$ cat src/hw/rtl/lppm_pkg.sv
`default_nettype none

package lppm_pkg;

  // Register widths and reset values.
  localparam int unsigned HoldW    = 16;
  localparam int unsigned TimeoutW = 24;
  localparam int unsigned FlashW   = 16;
  localparam int unsigned CfgDataW = 24;
  localparam int unsigned CfgIdxW  = 2;
  localparam int unsigned TimeW    = 32;

  localparam logic [HoldW-1:0]    HoldReset    = 16'd3000;
  localparam logic [TimeoutW-1:0] TimeoutReset = 24'd30000;
  localparam logic [FlashW-1:0]   FlashReset   = 16'd500;

  // Configuration register indexes.
  localparam logic [CfgIdxW-1:0] RegHoldTime      = 2'd0;
  localparam logic [CfgIdxW-1:0] RegPairTimeout   = 2'd1;
  localparam logic [CfgIdxW-1:0] RegFlashInterval = 2'd2;

  // Operating mode, one-hot.
  typedef enum logic [1:0] {
    MODE_WAITING = 2'b01,
    MODE_PAIRING = 2'b10
  } mode_e;

  typedef struct packed {
    logic [HoldW-1:0]    hold_time;
    logic [TimeoutW-1:0] pair_timeout;
    logic [FlashW-1:0]   flash_interval;
  } cfg_t;

  typedef struct packed {
    mode_e            mode;
    logic             was_down;
    logic [TimeW-1:0] hold_start;
    logic [TimeW-1:0] pair_start;
    logic [TimeW-1:0] next_flash;
    logic             red;
    logic             blue;
  } state_t;

  typedef struct packed {
    logic mode;
    logic red_led;
    logic blue_led;
    logic started;
    logic cancelled;
  } result_t;

endpackage

`default_nettype wire

$ cat src/hw/rtl/lppm_cfg.sv
`default_nettype none

module lppm_cfg (
  input  wire logic                          clk_i,
  input  wire logic                          rst_ni,
  input  wire logic                          cfg_we_i,
  input  wire logic [lppm_pkg::CfgIdxW-1:0]  cfg_idx_i,
  input  wire logic [lppm_pkg::CfgDataW-1:0] cfg_data_i,
  output lppm_pkg::cfg_t                     cfg_o
);

  lppm_pkg::cfg_t cfg_q;

  // Register file; writes to an unused index are dropped.
  always_ff @(posedge clk_i or negedge rst_ni) begin
    if (!rst_ni) begin
      cfg_q.hold_time      <= lppm_pkg::HoldReset;
      cfg_q.pair_timeout   <= lppm_pkg::TimeoutReset;
      cfg_q.flash_interval <= lppm_pkg::FlashReset;
    end else if (cfg_we_i) begin
      case (cfg_idx_i)
        lppm_pkg::RegHoldTime: begin
          cfg_q.hold_time <= cfg_data_i[lppm_pkg::HoldW-1:0];
        end
        lppm_pkg::RegPairTimeout: begin
          cfg_q.pair_timeout <= cfg_data_i[lppm_pkg::TimeoutW-1:0];
        end
        lppm_pkg::RegFlashInterval: begin
          cfg_q.flash_interval <= cfg_data_i[lppm_pkg::FlashW-1:0];
        end
        default: begin
        end
      endcase
    end
  end

  assign cfg_o = cfg_q;

endmodule

`default_nettype wire

$ cat src/hw/rtl/lppm_step.sv
`default_nettype none

module lppm_step (
  input  wire lppm_pkg::state_t           cur_i,
  input  wire lppm_pkg::cfg_t             cfg_i,
  input  wire logic [lppm_pkg::TimeW-1:0] now_ms_i,
  input  wire logic                       button_down_i,
  output lppm_pkg::state_t                nxt_o,
  output lppm_pkg::result_t               res_o
);

  logic                       edge_seen;
  logic [lppm_pkg::TimeW-1:0] hold_deadline;
  logic [lppm_pkg::TimeW-1:0] pair_limit;
  logic                       long_hold;
  logic                       started;
  logic                       cancelled;

  // Deadlines wrap modulo 2^32.
  assign hold_deadline = cur_i.hold_start
                       + {{(lppm_pkg::TimeW-lppm_pkg::HoldW){1'b0}}, cfg_i.hold_time};
  assign pair_limit    = cur_i.pair_start
                       + {{(lppm_pkg::TimeW-lppm_pkg::TimeoutW){1'b0}}, cfg_i.pair_timeout};

  // Hold check uses the state before this item's edge tracking; it only
  // matters when no edge was seen, where that state is unchanged.
  assign edge_seen = cur_i.was_down != button_down_i;
  assign long_hold = cur_i.was_down && button_down_i && (now_ms_i > hold_deadline);

  always_comb begin
    nxt_o     = cur_i;
    started   = 1'b0;
    cancelled = 1'b0;

    // Edge tracking is common to both modes.
    if (edge_seen) begin
      nxt_o.was_down = button_down_i;
      if (button_down_i) begin
        nxt_o.hold_start = now_ms_i;
      end
    end

    case (cur_i.mode)
      lppm_pkg::MODE_WAITING: begin
        if (!edge_seen && long_hold) begin
          nxt_o.mode       = lppm_pkg::MODE_PAIRING;
          nxt_o.red        = 1'b0;
          nxt_o.pair_start = now_ms_i;
          nxt_o.hold_start = now_ms_i;
          started          = 1'b1;
        end
      end
      lppm_pkg::MODE_PAIRING: begin
        // Blue LED flashing runs ahead of the cancel checks.
        if (now_ms_i >= cur_i.next_flash) begin
          nxt_o.blue       = !cur_i.blue;
          nxt_o.next_flash = now_ms_i
                           + {{(lppm_pkg::TimeW-lppm_pkg::FlashW){1'b0}}, cfg_i.flash_interval};
        end
        if (!edge_seen && (long_hold || (now_ms_i > pair_limit))) begin
          nxt_o.mode       = lppm_pkg::MODE_WAITING;
          nxt_o.red        = 1'b1;
          nxt_o.blue       = 1'b0;
          nxt_o.hold_start = now_ms_i;
          cancelled        = 1'b1;
        end
      end
      default: begin
        nxt_o.mode = lppm_pkg::MODE_WAITING;
      end
    endcase
  end

  // Result fields reflect the state after this item.
  assign res_o.mode      = nxt_o.mode == lppm_pkg::MODE_PAIRING;
  assign res_o.red_led   = nxt_o.red;
  assign res_o.blue_led  = nxt_o.blue;
  assign res_o.started   = started;
  assign res_o.cancelled = cancelled;

endmodule

`default_nettype wire

$ cat src/hw/rtl/long_press_pairing_mode_controller.sv
`default_nettype none

// Long-press pairing controller. Each input item is one pass of a control
// loop (millisecond time and button level) and yields exactly one result
// item with the mode, both LED levels and the started/cancelled pulses.
// An item is captured in an input register, evaluated combinationally
// against the stored state and placed in an output register, so one item
// is taken every clock while the output is not stalled. While a finished
// result waits to be taken, the input register can still take one more
// item. Configuration registers are written through cfg_we_i, cfg_idx_i
// and cfg_data_i and must only be changed while no item is in flight.
module long_press_pairing_mode_controller (
  input  wire logic                          clk_i,
  input  wire logic                          rst_ni,
  // Configuration write port
  input  wire logic                          cfg_we_i,
  input  wire logic [lppm_pkg::CfgIdxW-1:0]  cfg_idx_i,
  input  wire logic [lppm_pkg::CfgDataW-1:0] cfg_data_i,
  // Input channel
  input  wire logic                          in_valid_i,
  output logic                               in_stall_o,
  input  wire logic [lppm_pkg::TimeW-1:0]    now_ms_i,
  input  wire logic                          button_down_i,
  // Output channel
  output logic                               out_valid_o,
  input  wire logic                          out_stall_i,
  output logic                               mode_o,
  output logic                               red_led_o,
  output logic                               blue_led_o,
  output logic                               pairing_started_o,
  output logic                               pairing_cancelled_o
);

  lppm_pkg::cfg_t    cfg;
  lppm_pkg::state_t  state_q;
  lppm_pkg::state_t  state_d;
  lppm_pkg::result_t res_d;
  lppm_pkg::result_t res_q;

  logic                       in_valid_q;
  logic [lppm_pkg::TimeW-1:0] now_q;
  logic                       down_q;
  logic                       out_valid_q;
  logic                       advance;
  logic                       in_take;

  lppm_cfg u_cfg (
    .clk_i      (clk_i),
    .rst_ni     (rst_ni),
    .cfg_we_i   (cfg_we_i),
    .cfg_idx_i  (cfg_idx_i),
    .cfg_data_i (cfg_data_i),
    .cfg_o      (cfg)
  );

  lppm_step u_step (
    .cur_i         (state_q),
    .cfg_i         (cfg),
    .now_ms_i      (now_q),
    .button_down_i (down_q),
    .nxt_o         (state_d),
    .res_o         (res_d)
  );

  // The output register frees up when empty or when its item is taken.
  assign advance    = in_valid_q && (!out_valid_q || !out_stall_i);
  assign in_stall_o = in_valid_q && !advance;
  assign in_take    = in_valid_i && !in_stall_o;

  // Input register control.
  always_ff @(posedge clk_i or negedge rst_ni) begin
    if (!rst_ni) begin
      in_valid_q <= 1'b0;
    end else if (in_take) begin
      in_valid_q <= 1'b1;
    end else if (advance) begin
      in_valid_q <= 1'b0;
    end
  end

  // Input payload.
  always_ff @(posedge clk_i) begin
    if (in_take) begin
      now_q  <= now_ms_i;
      down_q <= button_down_i;
    end
  end

  // Controller state updates once per evaluated item.
  always_ff @(posedge clk_i or negedge rst_ni) begin
    if (!rst_ni) begin
      state_q.mode       <= lppm_pkg::MODE_WAITING;
      state_q.was_down   <= 1'b0;
      state_q.hold_start <= '0;
      state_q.pair_start <= '0;
      state_q.next_flash <= '0;
      state_q.red        <= 1'b0;
      state_q.blue       <= 1'b0;
    end else if (advance) begin
      state_q <= state_d;
    end
  end

  // Output register control.
  always_ff @(posedge clk_i or negedge rst_ni) begin
    if (!rst_ni) begin
      out_valid_q <= 1'b0;
    end else if (advance) begin
      out_valid_q <= 1'b1;
    end else if (!out_stall_i) begin
      out_valid_q <= 1'b0;
    end
  end

  // Output payload.
  always_ff @(posedge clk_i) begin
    if (advance) begin
      res_q <= res_d;
    end
  end

  assign out_valid_o         = out_valid_q;
  assign mode_o              = res_q.mode;
  assign red_led_o           = res_q.red_led;
  assign blue_led_o          = res_q.blue_led;
  assign pairing_started_o   = res_q.started;
  assign pairing_cancelled_o = res_q.cancelled;

endmodule

`default_nettype wire
$ cat config.mk
export PLATFORM = sky130hd
export DESIGN_NAME = long_press_pairing_mode_controller
export DESIGN_NICKNAME = d
export VERILOG_FILES = /design/src/hw/rtl/lppm_pkg.sv /design/src/hw/rtl/lppm_cfg.sv /design/src/hw/rtl/lppm_step.sv /design/src/hw/rtl/long_press_pairing_mode_controller.sv
export SDC_FILE = /design/constraint.sdc
export NUM_CORES = 1
export LEC_CHECK = 0
export BUFFER_PORTS_ARGS = -buffer_cell sky130_fd_sc_hd__buf_2
export CAP_MARGIN = 20
export CELL_PAD_IN_SITES_DETAIL_PLACEMENT = 0
export CELL_PAD_IN_SITES_GLOBAL_PLACEMENT = 2
export CORE_AREA = 2 2 144 251
export DETAILED_ROUTE_END_ITERATION = 7
export DIE_AREA = 0 0 146 253
export GPL_ROUTABILITY_DRIVEN = 1
export PLACE_DENSITY = 0.87
export SLEW_MARGIN = 0
export SYNTH_ARGS = -nofsm -noshare
export SYNTH_HDL_FRONTEND = slang
export SYNTH_SLANG_ARGS = --single-unit
$ cat constraint.sdc
create_clock -name clk_i -period 4.35 [get_ports clk_i]
set_input_delay 0 -clock clk_i [delete_from_list [all_inputs] [get_ports clk_i]]
set_output_delay 0 -clock clk_i [all_outputs]
set_load 0.01 [all_outputs]
# Word level (Yosys, flattened, before mapping)
# Index checks and enable logic that the tools add are counted.
dict set report word_totals {
  ff_bits 197
  input_bits 64
  word_cells 74
  output_inout_bits 7
}
dict set report op_classes {
  n_addsub 3
  reduce_logical 23
  n_eq_ne 7
  n_mux 19
  order_cmp 3
}
# cell count
set ops {}
lappend ops {{32-bit two-way mux} 3}
lappend ops {{32-bit by 16-bit adder with 32-bit output} 2}
lappend ops {{32-bit greater-than comparator} 2}
lappend ops {{64-bit two-way mux} 1}
lappend ops {{32-bit one-hot mux with 2 select lines} 1}
lappend ops {{32-bit by 24-bit adder with 32-bit output} 1}
lappend ops {{32-bit greater-or-equal comparator} 1}
lappend ops {{1-bit two-way mux} 9}
lappend ops {{2-bit AND reduction} 4}
lappend ops {{1-bit logical AND} 7}
lappend ops {{2-bit == test, second input constant} 3}
lappend ops {{1-bit zero test} 6}
lappend ops {{2-bit two-way mux} 3}
lappend ops {{3-bit AND reduction} 2}
lappend ops {{2-bit by 1-bit == test with 1-bit output, second input constant} 2}
lappend ops {{2-bit one-hot mux with 2 select lines} 1}
lappend ops {{2-bit zero test} 1}
lappend ops {{1-bit logical OR} 2}
lappend ops {{2-bit by 1-bit != test with 1-bit output, second input constant} 1}
lappend ops {{1-bit one-hot mux with 2 select lines} 1}
lappend ops {{2-bit nonzero test} 1}
lappend ops {{1-bit != test} 1}

# Longest topological paths before layout
# Gate-level depths: netlist (run 1).
dict set report depth {
  depth_word 8
  ltp_mapped 24
  mapped_depth_nobuf 22
}

# Cells and area by module
# Synthesis (run 1) repeated with hierarchy kept, for this count alone.
dict set report unflattened {
  cells_unflattened 1285
  area_unflattened_um2 14350.0
}
# mod instances cells_per_inst area_per_inst_um2
set modules_own_cells {}
lappend modules_own_cells {lppm_step 1 907 6807.8}
lappend modules_own_cells {long_press_pairing_mode_controller 1 259 5396.4}
lappend modules_own_cells {lppm_cfg 1 119 2145.8}

# Worst setup path after synthesis (run 1)
# Ideal clock, no wire load.
dict set report synth_path {
  kind {register to register}
  startpoint {reg u_cfg.cfg_q, in the netlist u_cfg.cfg_o[16]}
  endpoint {reg state_q[94] (netlist name)}
  required_ps 4229
  setup_slack_ps -435
  path_buffers 1
  arrival_time_ps 4664
  path_stages_with_launch 23
  synth_period_minus_slack_ps 4785
  cell_sequence {dfrtp_1 ha_1 inv_1 fa_1 nor2b_1 o31a_1 a41o_1 o41ai_4 o211ai_2 a41o_1 a211o_1 nand3_2 xor2_1 ha_1 nand4_1 or3_1 or2_1 nor2_1 nand3_1 a32oi_4 a211oi_4 buf_6 a22o_1}
}
dict set report synth_between {
  elab_chain_cells 6
}
# item line
set synth_lines {}
lappend synth_lines {{start: declaration} lppm_cfg.sv:12} ;# lppm_pkg::cfg_t cfg_q;
lappend synth_lines {{32-bit by 24-bit adder with 32-bit output} lppm_step.sv:23} ;# + {{(lppm_pkg::TimeW-lppm_pkg::TimeoutW){1'b0}}, cfg_i.pair_timeout};
lappend synth_lines {{32-bit greater-than comparator} lppm_step.sv:60} ;# if (!edge_seen && (long_hold || (now_ms_i > pair_limit))) begin
lappend synth_lines {{1-bit logical OR} lppm_step.sv:60}
lappend synth_lines {{1-bit logical AND} lppm_step.sv:60}
lappend synth_lines {{32-bit two-way mux} lppm_step.sv:60}
lappend synth_lines {{32-bit one-hot mux with 2 select lines} lppm_step.sv:43} ;# case (cur_i.mode)
lappend synth_lines {{end signal: assignment} long_press_pairing_mode_controller.sv:100} ;# state_q <= state_d;
lappend synth_lines {{end: declaration} long_press_pairing_mode_controller.sv:35} ;# lppm_pkg::state_t state_q;
# No other way between the ends.
# A chain may end at the register's enable or synchronous reset.

# Final worst setup path (run 1)
dict set report layout_path {
  startpoint {reg u_cfg.cfg_q, in the netlist u_cfg.cfg_o[16]}
  endpoint {reg state_q[78] (netlist name)}
}
# Same word-level chain as after synthesis.

==> summary.txt, run 1 <==
Status
  • Status: complete, but fails checks
  • Failing checks: setup timing

Final layout
  • Fraction of layout cells with a size suffix above 1: 29.0%
  • Post-route insts no fill: 1,946
  • Post-Route Utilization: 46.9%
  • Antenna cells: 0
  • Fin nets: 1,690
  • Synthesis-to-finish area growth: 29.1%
  • Final instance area: 16,400 µm²

Die
  • Row count: 91
  • Core Area: 35,100 µm²
  • Chip Width: 146 µm
  • Boundary Pins: 71
  • Starting Density: 36.3%
  • Die ar.: 36,900 µm²
  • Die height: 253 µm

GRT
  • Number of global-route vias before repair: 10,600
  • Largest net degree at the start of global routing: 80
  • Aggregate global routing overflow: 0
  • First-pass GRT wire length: 55.5 mm
  • Total global-route track usage: 19.6%
  • Initial antenna violation count: 0

CTS
  • TritonCTS Buffers: 17
  • TritonCTS clock tree: yes
  • Clk_lat worst skew: 0.46 ns
  • CTS H-tree lvls: 4
  • CTS clk-pin slew, worst paths: 0.08 ns
  • Num Clock Sinks: 197
  • CTS Buffer Depth: 2
  • CTS root buf: clkbuf_16

Setup path
  • Startpoint Class: flip-flop
  • Crit path kind: reg2reg
  • CP endpoint kind: flip-flop
  • CP Data Required Time: 4.70 ns
  • Critical path's largest stage delay: 0.42 ns
  • R2R cell count: 24
  • Crit path DAT: 5.71 ns
  • Reg-to-Reg Start: u_cfg.cfg_o[16]
  • Reg2Reg Setup Slack: -1.01 ns
  • Worst r2r dst: state_q[78]
  • CP Cell Sequence: ha_2 > inv_2 > fa_2 > nor2b_2 > o31a_1 > a41o_1 > o41ai_4 > buf_4 > o211ai_4 > a41o_1 > a211o_4 > nand3_2 > xor2_1 > ha_1 > nand4_1 > or3_4 > or2_4 > nor2_4 > o41ai_4 > o211ai_2 > a32oi_4 > a31o_4 > buf_12 > a22o_1
  • Max Fanout on Critical Path: 26
  • Slowest CP cell: or3_4

Timing
  • Setup total negative slack: -57.82 ns
  • Worst slew margin: 34.2%
  • Fin crit share: 123%
  • Fmax: 187 MHz
  • Clock Skew: 0.0128 ns
  • Fin. Hold Viols: 0
  • Tmin final: 5.36 ns
  • RSZ-0062 raised after global routing: true
  • Final Max Slew Viols: 0
  • Final worst slack: -1.01 ns
  • Hold slack: 0.100 ns
  • Final setup violating endpoints: 73
  • Worst-margin pin slew: 0.984 ns

Logic synthesis
  • Post-synthesis area per instance: 10.7 µm²
  • Number of flops mapped to enable cells by yosys: 38
  • Yosys top cell by area: dfrtp_1
  • Post-synth cell types: 79
  • Syn_nets: 1,416
  • Top cells by count, synth: ha_1, dfrtp_1, nand2_1, mux2_2, inv_1
  • Yosys reg bits: 197
  • Post-Synth Adder-Cell Area: 15.7%
  • Warnings, synthesis: 0
  • Most frequent cell after synthesis: ha_1
  • Largest cells by area after synthesis: dfrtp_1, ha_1, edfxtp_1
  • Compound-Gate Fraction of Synth Area: 15.9%
  • Mux share of post-synthesis cell area: 7.69%
  • Ys flop type: dfrtp_1
  • Largest family of logic cells by synthesized area: compound AO/OA/AOI/OAI gates
  • Asr flop ratio synth: 80.7%
  • Cell Area, Synth: 12,700 µm²
  • Share of Yosys cell area claimed by the top area cell type: 27.1%
  • Mapped Cells: 1,194
  • Sequential area share after synthesis: 40.4%
  • XOR/XNOR Fraction of Synth Area: 5.37%
  • Synth Area in Simple Gates: 11.7%

Place
  • Placed inst area: 14,600 µm²
  • Post-DP HPWL: 27.0 mm
  • Pre-CTS setup slack: -1.35 ns
  • Number of port buffers: 70
  • Placer congestion estimate: 0.877
  • Inst Count DP: 1,833

Run
  • Maxcap violations: 0

Drt
  • ANT nets after route: 0
  • Pre-antenna DRT Iters: 4
  • Total Wirelength: 35.6 mm
  • Initial detailed-routing violation count: 434
  • DR vias/cell: 5.20
  • Drc violations: 0
  • Vias post-DR: 10,100
  • Avg WL per Cell: 18.3 µm

Pwr
  • Peak supply drop: 0.000338 V
  • Power Total: 9.31 mW
  • Static Leakage: 7.55 nW
  • Power Density: 566 nW/µm²

Hold path
  • Worst hold start: cfg_idx_i[0]
  • Hold WC Path Type: in2reg
  • WHS Endpoint: u_cfg.cfg_o[41]
  • Hold Crit Depth: 5
## where the power goes
| group | internal (mW) | switching (mW) |
|---|---|---|
| logic | 2.53 | 2.39 |
| clock network | 0.816 | 0.817 |
| registers | 2.40 | 0.363 |
| total | 5.74 | 3.57 |
## cell families after synthesis
logic type               Yosys count
XOR/XNOR                          78
multiplexers                      87
AND/OR/NAND/NOR                  294
buffers and inverters             93
AO/OA/AOI/OAI                    287
flip-flops                       197
adder cells (fa/ha/maj)          158
## layout by cell type, fill, tap and decap left out, drive strengths merged, types with 42 or more instances in the layout
cell type,instances
a21oi,55
buf,217
dfrtp,138
dlygate4sd3,61
ha,155
inv,76
mux2,86
nand2,90
nor2,51
o21ai,70
xnor2,42
## registers in the layout, summed over array words and instances (netlist names)
name,cells
pairing_started_o,1
blue_led_o,1
down_q,1
now_q,32
in_valid_q,1
mode_o,1
state_q,101
red_led_o,1
pairing_cancelled_o,1
out_valid_o,1
u_cfg.cfg_o,56
## area by class of cell
cell class / count / area, µm²
Fill cell: 3385 / 18600
Clock inverter: 15 / 168
Sequential cell: 197 / 5150
Inverter: 70 / 263
Timing Repair Buffer: 278 / 2270
Tap cell: 465 / 582
Multi-Input combinational cell: 904 / 7590
Clock buffer: 17 / 425
## metal layers
| layer | global-route usage (%) | share of wire [%] | vias to the layer above |
|---|---|---|---|
| met1 | 19.8 | 37 | 4948 |
| met5 | 0 | 0 | - |
| li1 | - | - | 4938 |
| met3 | 2.36 | 2.3 | 76 |
| met4 | 10.1 | 4.4 | 0 |
| met2 | 38.8 | 56 | 161 |
## timing repair
action | CTS | global route
cloned | 2 | 0
resized for setup | 60 | 38
pin swaps | 25 | 30
endpoints found under the hold margin | 151 | 0
buffers inserted | 15 | 8
endpoints found under the setup margin | 73 | 73
hold buffers | 61 | 0
## worst max-delay path: cells and delay by family (launching register included)
kind / cells / cell delay (ns)
compound gates: 11 / 2.47
simple gates: 6 / 1.14
fa+ha+maj: 3 / 0.71
buf+inv: 3 / 0.42
flops: 1 / 0.41
xor+xnor: 1 / 0.06
## worst max-delay path by stage
stage             endpoint            start  slack, ns  cells past startpoint
5_1_grt        state_q[73]  u_cfg.cfg_o[16]      -1.13                     24
3_3_place_gp    blue_led_o  u_cfg.cfg_o[16]      -1.36                     25
2_1_floorplan  state_q[82]      state_q[34]      -0.38                     23
3_5_place_dp     red_led_o  u_cfg.cfg_o[16]      -1.35                     24
4_1_cts        state_q[78]  u_cfg.cfg_o[16]      -0.95                     24
6_report       state_q[78]  u_cfg.cfg_o[16]      -1.01                     24
Power figures use the tool's default switching activity.
==> run 2, diff against run 1 <==
--- a/config.mk
+++ b/config.mk
@@ -9,9 +9,7 @@
 export CAP_MARGIN = 20
-export CELL_PAD_IN_SITES_DETAIL_PLACEMENT = 0
-export CELL_PAD_IN_SITES_GLOBAL_PLACEMENT = 2
-export CORE_AREA = 2 2 144 251
+export CORE_AREA = 2 2 138 242
 export DETAILED_ROUTE_END_ITERATION = 7
-export DIE_AREA = 0 0 146 253
+export DIE_AREA = 0 0 140 244
 export GPL_ROUTABILITY_DRIVEN = 1
-export PLACE_DENSITY = 0.87
+export PLACE_DENSITY = 0.7
 export SLEW_MARGIN = 0
==> constraint.sdc (replaced) <==
create_clock -name clk_i -period 4.35 [get_ports clk_i]
set_input_delay 0.6525 -clock clk_i [delete_from_list [all_inputs] [get_ports clk_i]]
set_output_delay 0.6525 -clock clk_i [all_outputs]
set_load 0.01 [all_outputs]
==> summary.txt, run 2 (synthesis results as in run 1) <==
Die
  • Boundary Pins: 71 (unchanged)
  • Die ar.: 34,200 µm² (was 36,900 µm²)
  • Row count: 87 (was 91)
  • Core Area: 32,100 µm² (was 35,100 µm²)
  • Starting Density: 39.6% (was 36.3%)
  • Die height: 244 µm (was 253 µm)
  • Chip Width: 140 µm (was 146 µm)

Run
  • Maxcap violations: 0 (unchanged)

Place
  • Inst Count DP: 1,751 (was 1,833)
  • Placer congestion estimate: 0.906 (was 0.877)
  • Pre-CTS setup slack: -1.10 ns (was -1.35 ns)
  • Post-DP HPWL: 27.5 mm (was 27.0 mm)
  • Number of port buffers: 70 (unchanged)

Setup path
  • Crit path kind: reg2reg (unchanged)
  • Crit path DAT: 5.46 ns (was 5.71 ns)
  • CP endpoint kind: flip-flop (unchanged)
  • Max Fanout on Critical Path: 8 (was 26)
  • R2R cell count: 23 (was 24)
  • CP Data Required Time: 4.70 ns (about the same)
  • Startpoint Class: flip-flop (unchanged)

Timing
  • Worst-margin pin slew: 1.02 ns (was 0.984 ns)
  • RSZ-0062 raised after global routing: true (unchanged)
  • Worst slew margin: 31.9% (was 34.2%)
  • Fmax: 196 MHz (was 187 MHz)
  • Fin crit share: 117% (was 123%)
  • Tmin final: 5.11 ns (was 5.36 ns)
  • Final Max Slew Viols: 0 (unchanged)
  • Final setup violating endpoints: 73 (unchanged)
  • Clock Skew: 0.0111 ns (was 0.0128 ns)
  • Fin. Hold Viols: 0 (unchanged)
  • Final worst slack: -0.756 ns (was -1.01 ns)
  • Hold slack: 0.194 ns (was 0.100 ns)

GRT
  • Total global-route track usage: 22.1% (was 19.6%)
  • Number of global-route vias before repair: 10,900 (was 10,600)
  • Initial antenna violation count: 1 (was 0)
  • First-pass GRT wire length: 57.6 mm (was 55.5 mm)
  • Aggregate global routing overflow: 0 (unchanged)
  • Largest net degree at the start of global routing: 72 (was 80)

CTS
  • CTS H-tree lvls: 4 (unchanged)
  • TritonCTS Buffers: 17 (unchanged)
  • TritonCTS clock tree: yes (unchanged)
  • CTS Buffer Depth: 2 (unchanged)
  • CTS clk-pin slew, worst paths: 0.07 ns (was 0.08 ns)
  • Num Clock Sinks: 197 (unchanged)
  • Clk_lat worst skew: 0.47 ns (was 0.46 ns)
  • Hold buffers post-CTS: 0 (was 61)
  • CTS root buf: clkbuf_16 (unchanged)

Status
  • Failing checks: DRC, setup timing (was setup timing)
  • Status: complete, but fails checks (unchanged)

Final layout
  • Fin nets: 1,627 (was 1,690)
  • Max reg flops: 101 (unchanged)
  • Post-Route Utilization: 49.5% (was 46.9%)
  • Antenna cells: 0 (unchanged)
  • Filler cells: 2,773 (was 3,385)
  • Post-route insts no fill: 1,818 (was 1,946)
  • Leading cell type in the layout, fill and taps excluded: ha_1 (unchanged)
  • Most frequent cells in the layout: ha_1, dfrtp_1, buf_4 (unchanged)
  • Synthesis-to-finish area growth: 24.8% (was 29.1%)
  • Fraction of layout cells with a size suffix above 1: 31.4% (was 29.0%)
  • Multi-input gate area: 7710 µm² (was 7590 µm²)
  • Top reg by flops: state_q (unchanged)
  • Area taken by flip-flops and latches: 5150 µm² (unchanged)

Drt
  • Initial detailed-routing violation count: 559 (was 434)
  • Avg WL per Cell: 20.3 µm (was 18.3 µm)
  • Total Wirelength: 36.9 mm (was 35.6 mm)
  • ANT nets after route: 0 (unchanged)
  • Drc violations: 2 (was 0)
  • Vias post-DR: 10,300 (was 10,100)
  • DR vias/cell: 5.64 (was 5.20)
  • Pre-antenna DRT Iters: 7 (was 4)

Hold path
  • Hold WC Path Type: in2async (was in2reg)

Pwr
  • Peak supply drop: 0.000333 V (was 0.000338 V)
  • Power Density: 585 nW/µm² (was 566 nW/µm²)
  • Static Leakage: 7.31 nW (was 7.55 nW)
run 2: worst max-delay path: stages (launching register included):
cell	delay (ns)
dfrtp_1	0.39
ha_2	0.20
inv_2	0.05
fa_2	0.20
nor2b_2	0.05
o31a_1	0.32
a41o_1	0.26
o41ai_4	0.29
o211ai_2	0.16
a41o_1	0.23
a211o_4	0.37
nand2_2	0.07
xor2_1	0.07
ha_1	0.29
nand2_2	0.06
or3_4	0.38
or2_4	0.27
nor2_4	0.16
o41ai_4	0.13
o211ai_4	0.15
a32oi_4	0.20
a31o_4	0.32
buf_12	0.16
a22o_2	0.20
run 2: final cells by class:
cell class | instances | area share, %
multi-input combinational | 904 | 48.5
tap | 400 | 3.15
inverter | 70 | 1.65
sequential | 197 | 32.4
timing repair buffer | 215 | 10.6
clock buffer | 20 | 2.75
clock inverter | 12 | 0.961
run 2: through the flow:
step	setup TNS (ns)	cell area, µm²	power (mW)
2_1_floorplan	-12.11	12800	5.70
3_3_place_gp	-56.81	14400	7.01
3_5_place_dp	-59.05	14400	7.18
4_1_cts	-38.36	15700	9.15
5_1_grt	-61.23	15900	9.98
6_report	-47.11	15900	9.30
run 2: per-layer routing:
metal,GRT usage [%],vias to the layer above,wire (µm)
met4,16.3,2,2900
met1,20.2,5067,12400
li1,-,4816,-
met3,3.56,129,1090
met2,42.9,241,20500
met5,0,-,13
run 2: worst paths after layout:
| path | start | slack [ns] | endpoint |
|---|---|---|---|
| worst max-delay path | u_cfg.cfg_o[16] | -0.76 | state_q[66] |
| worst min-delay path | rst_ni | 0.19 | state_q[37] |
| worst max register to register | u_cfg.cfg_o[16] | -0.76 | state_q[66] |
| worst min register to register | state_q[5] | 0.48 | state_q[5] |
| max in group asynchronous | rst_ni | 3.07 | u_cfg.cfg_o[24] |
| min in group clk_i | now_ms_i[26] | 0.36 | now_q[26] |
run 2: timing repair:
| item | in CTS | in global routing |
|---|---|---|
| pin swaps | 59 | 34 |
| cloned | 3 | 0 |
| resized for setup | 85 | 31 |
| buffers inserted | 26 | 10 |
| endpoints found under the setup margin | 73 | 73 |
run 2: power breakdown:
part           total, mW  switching (mW)  leakage [nW]  internal [mW]
clock               1.64           0.730         0.289          0.905
sequential          2.80           0.399          2.32           2.40
combinational       4.86            2.40          4.70           2.47
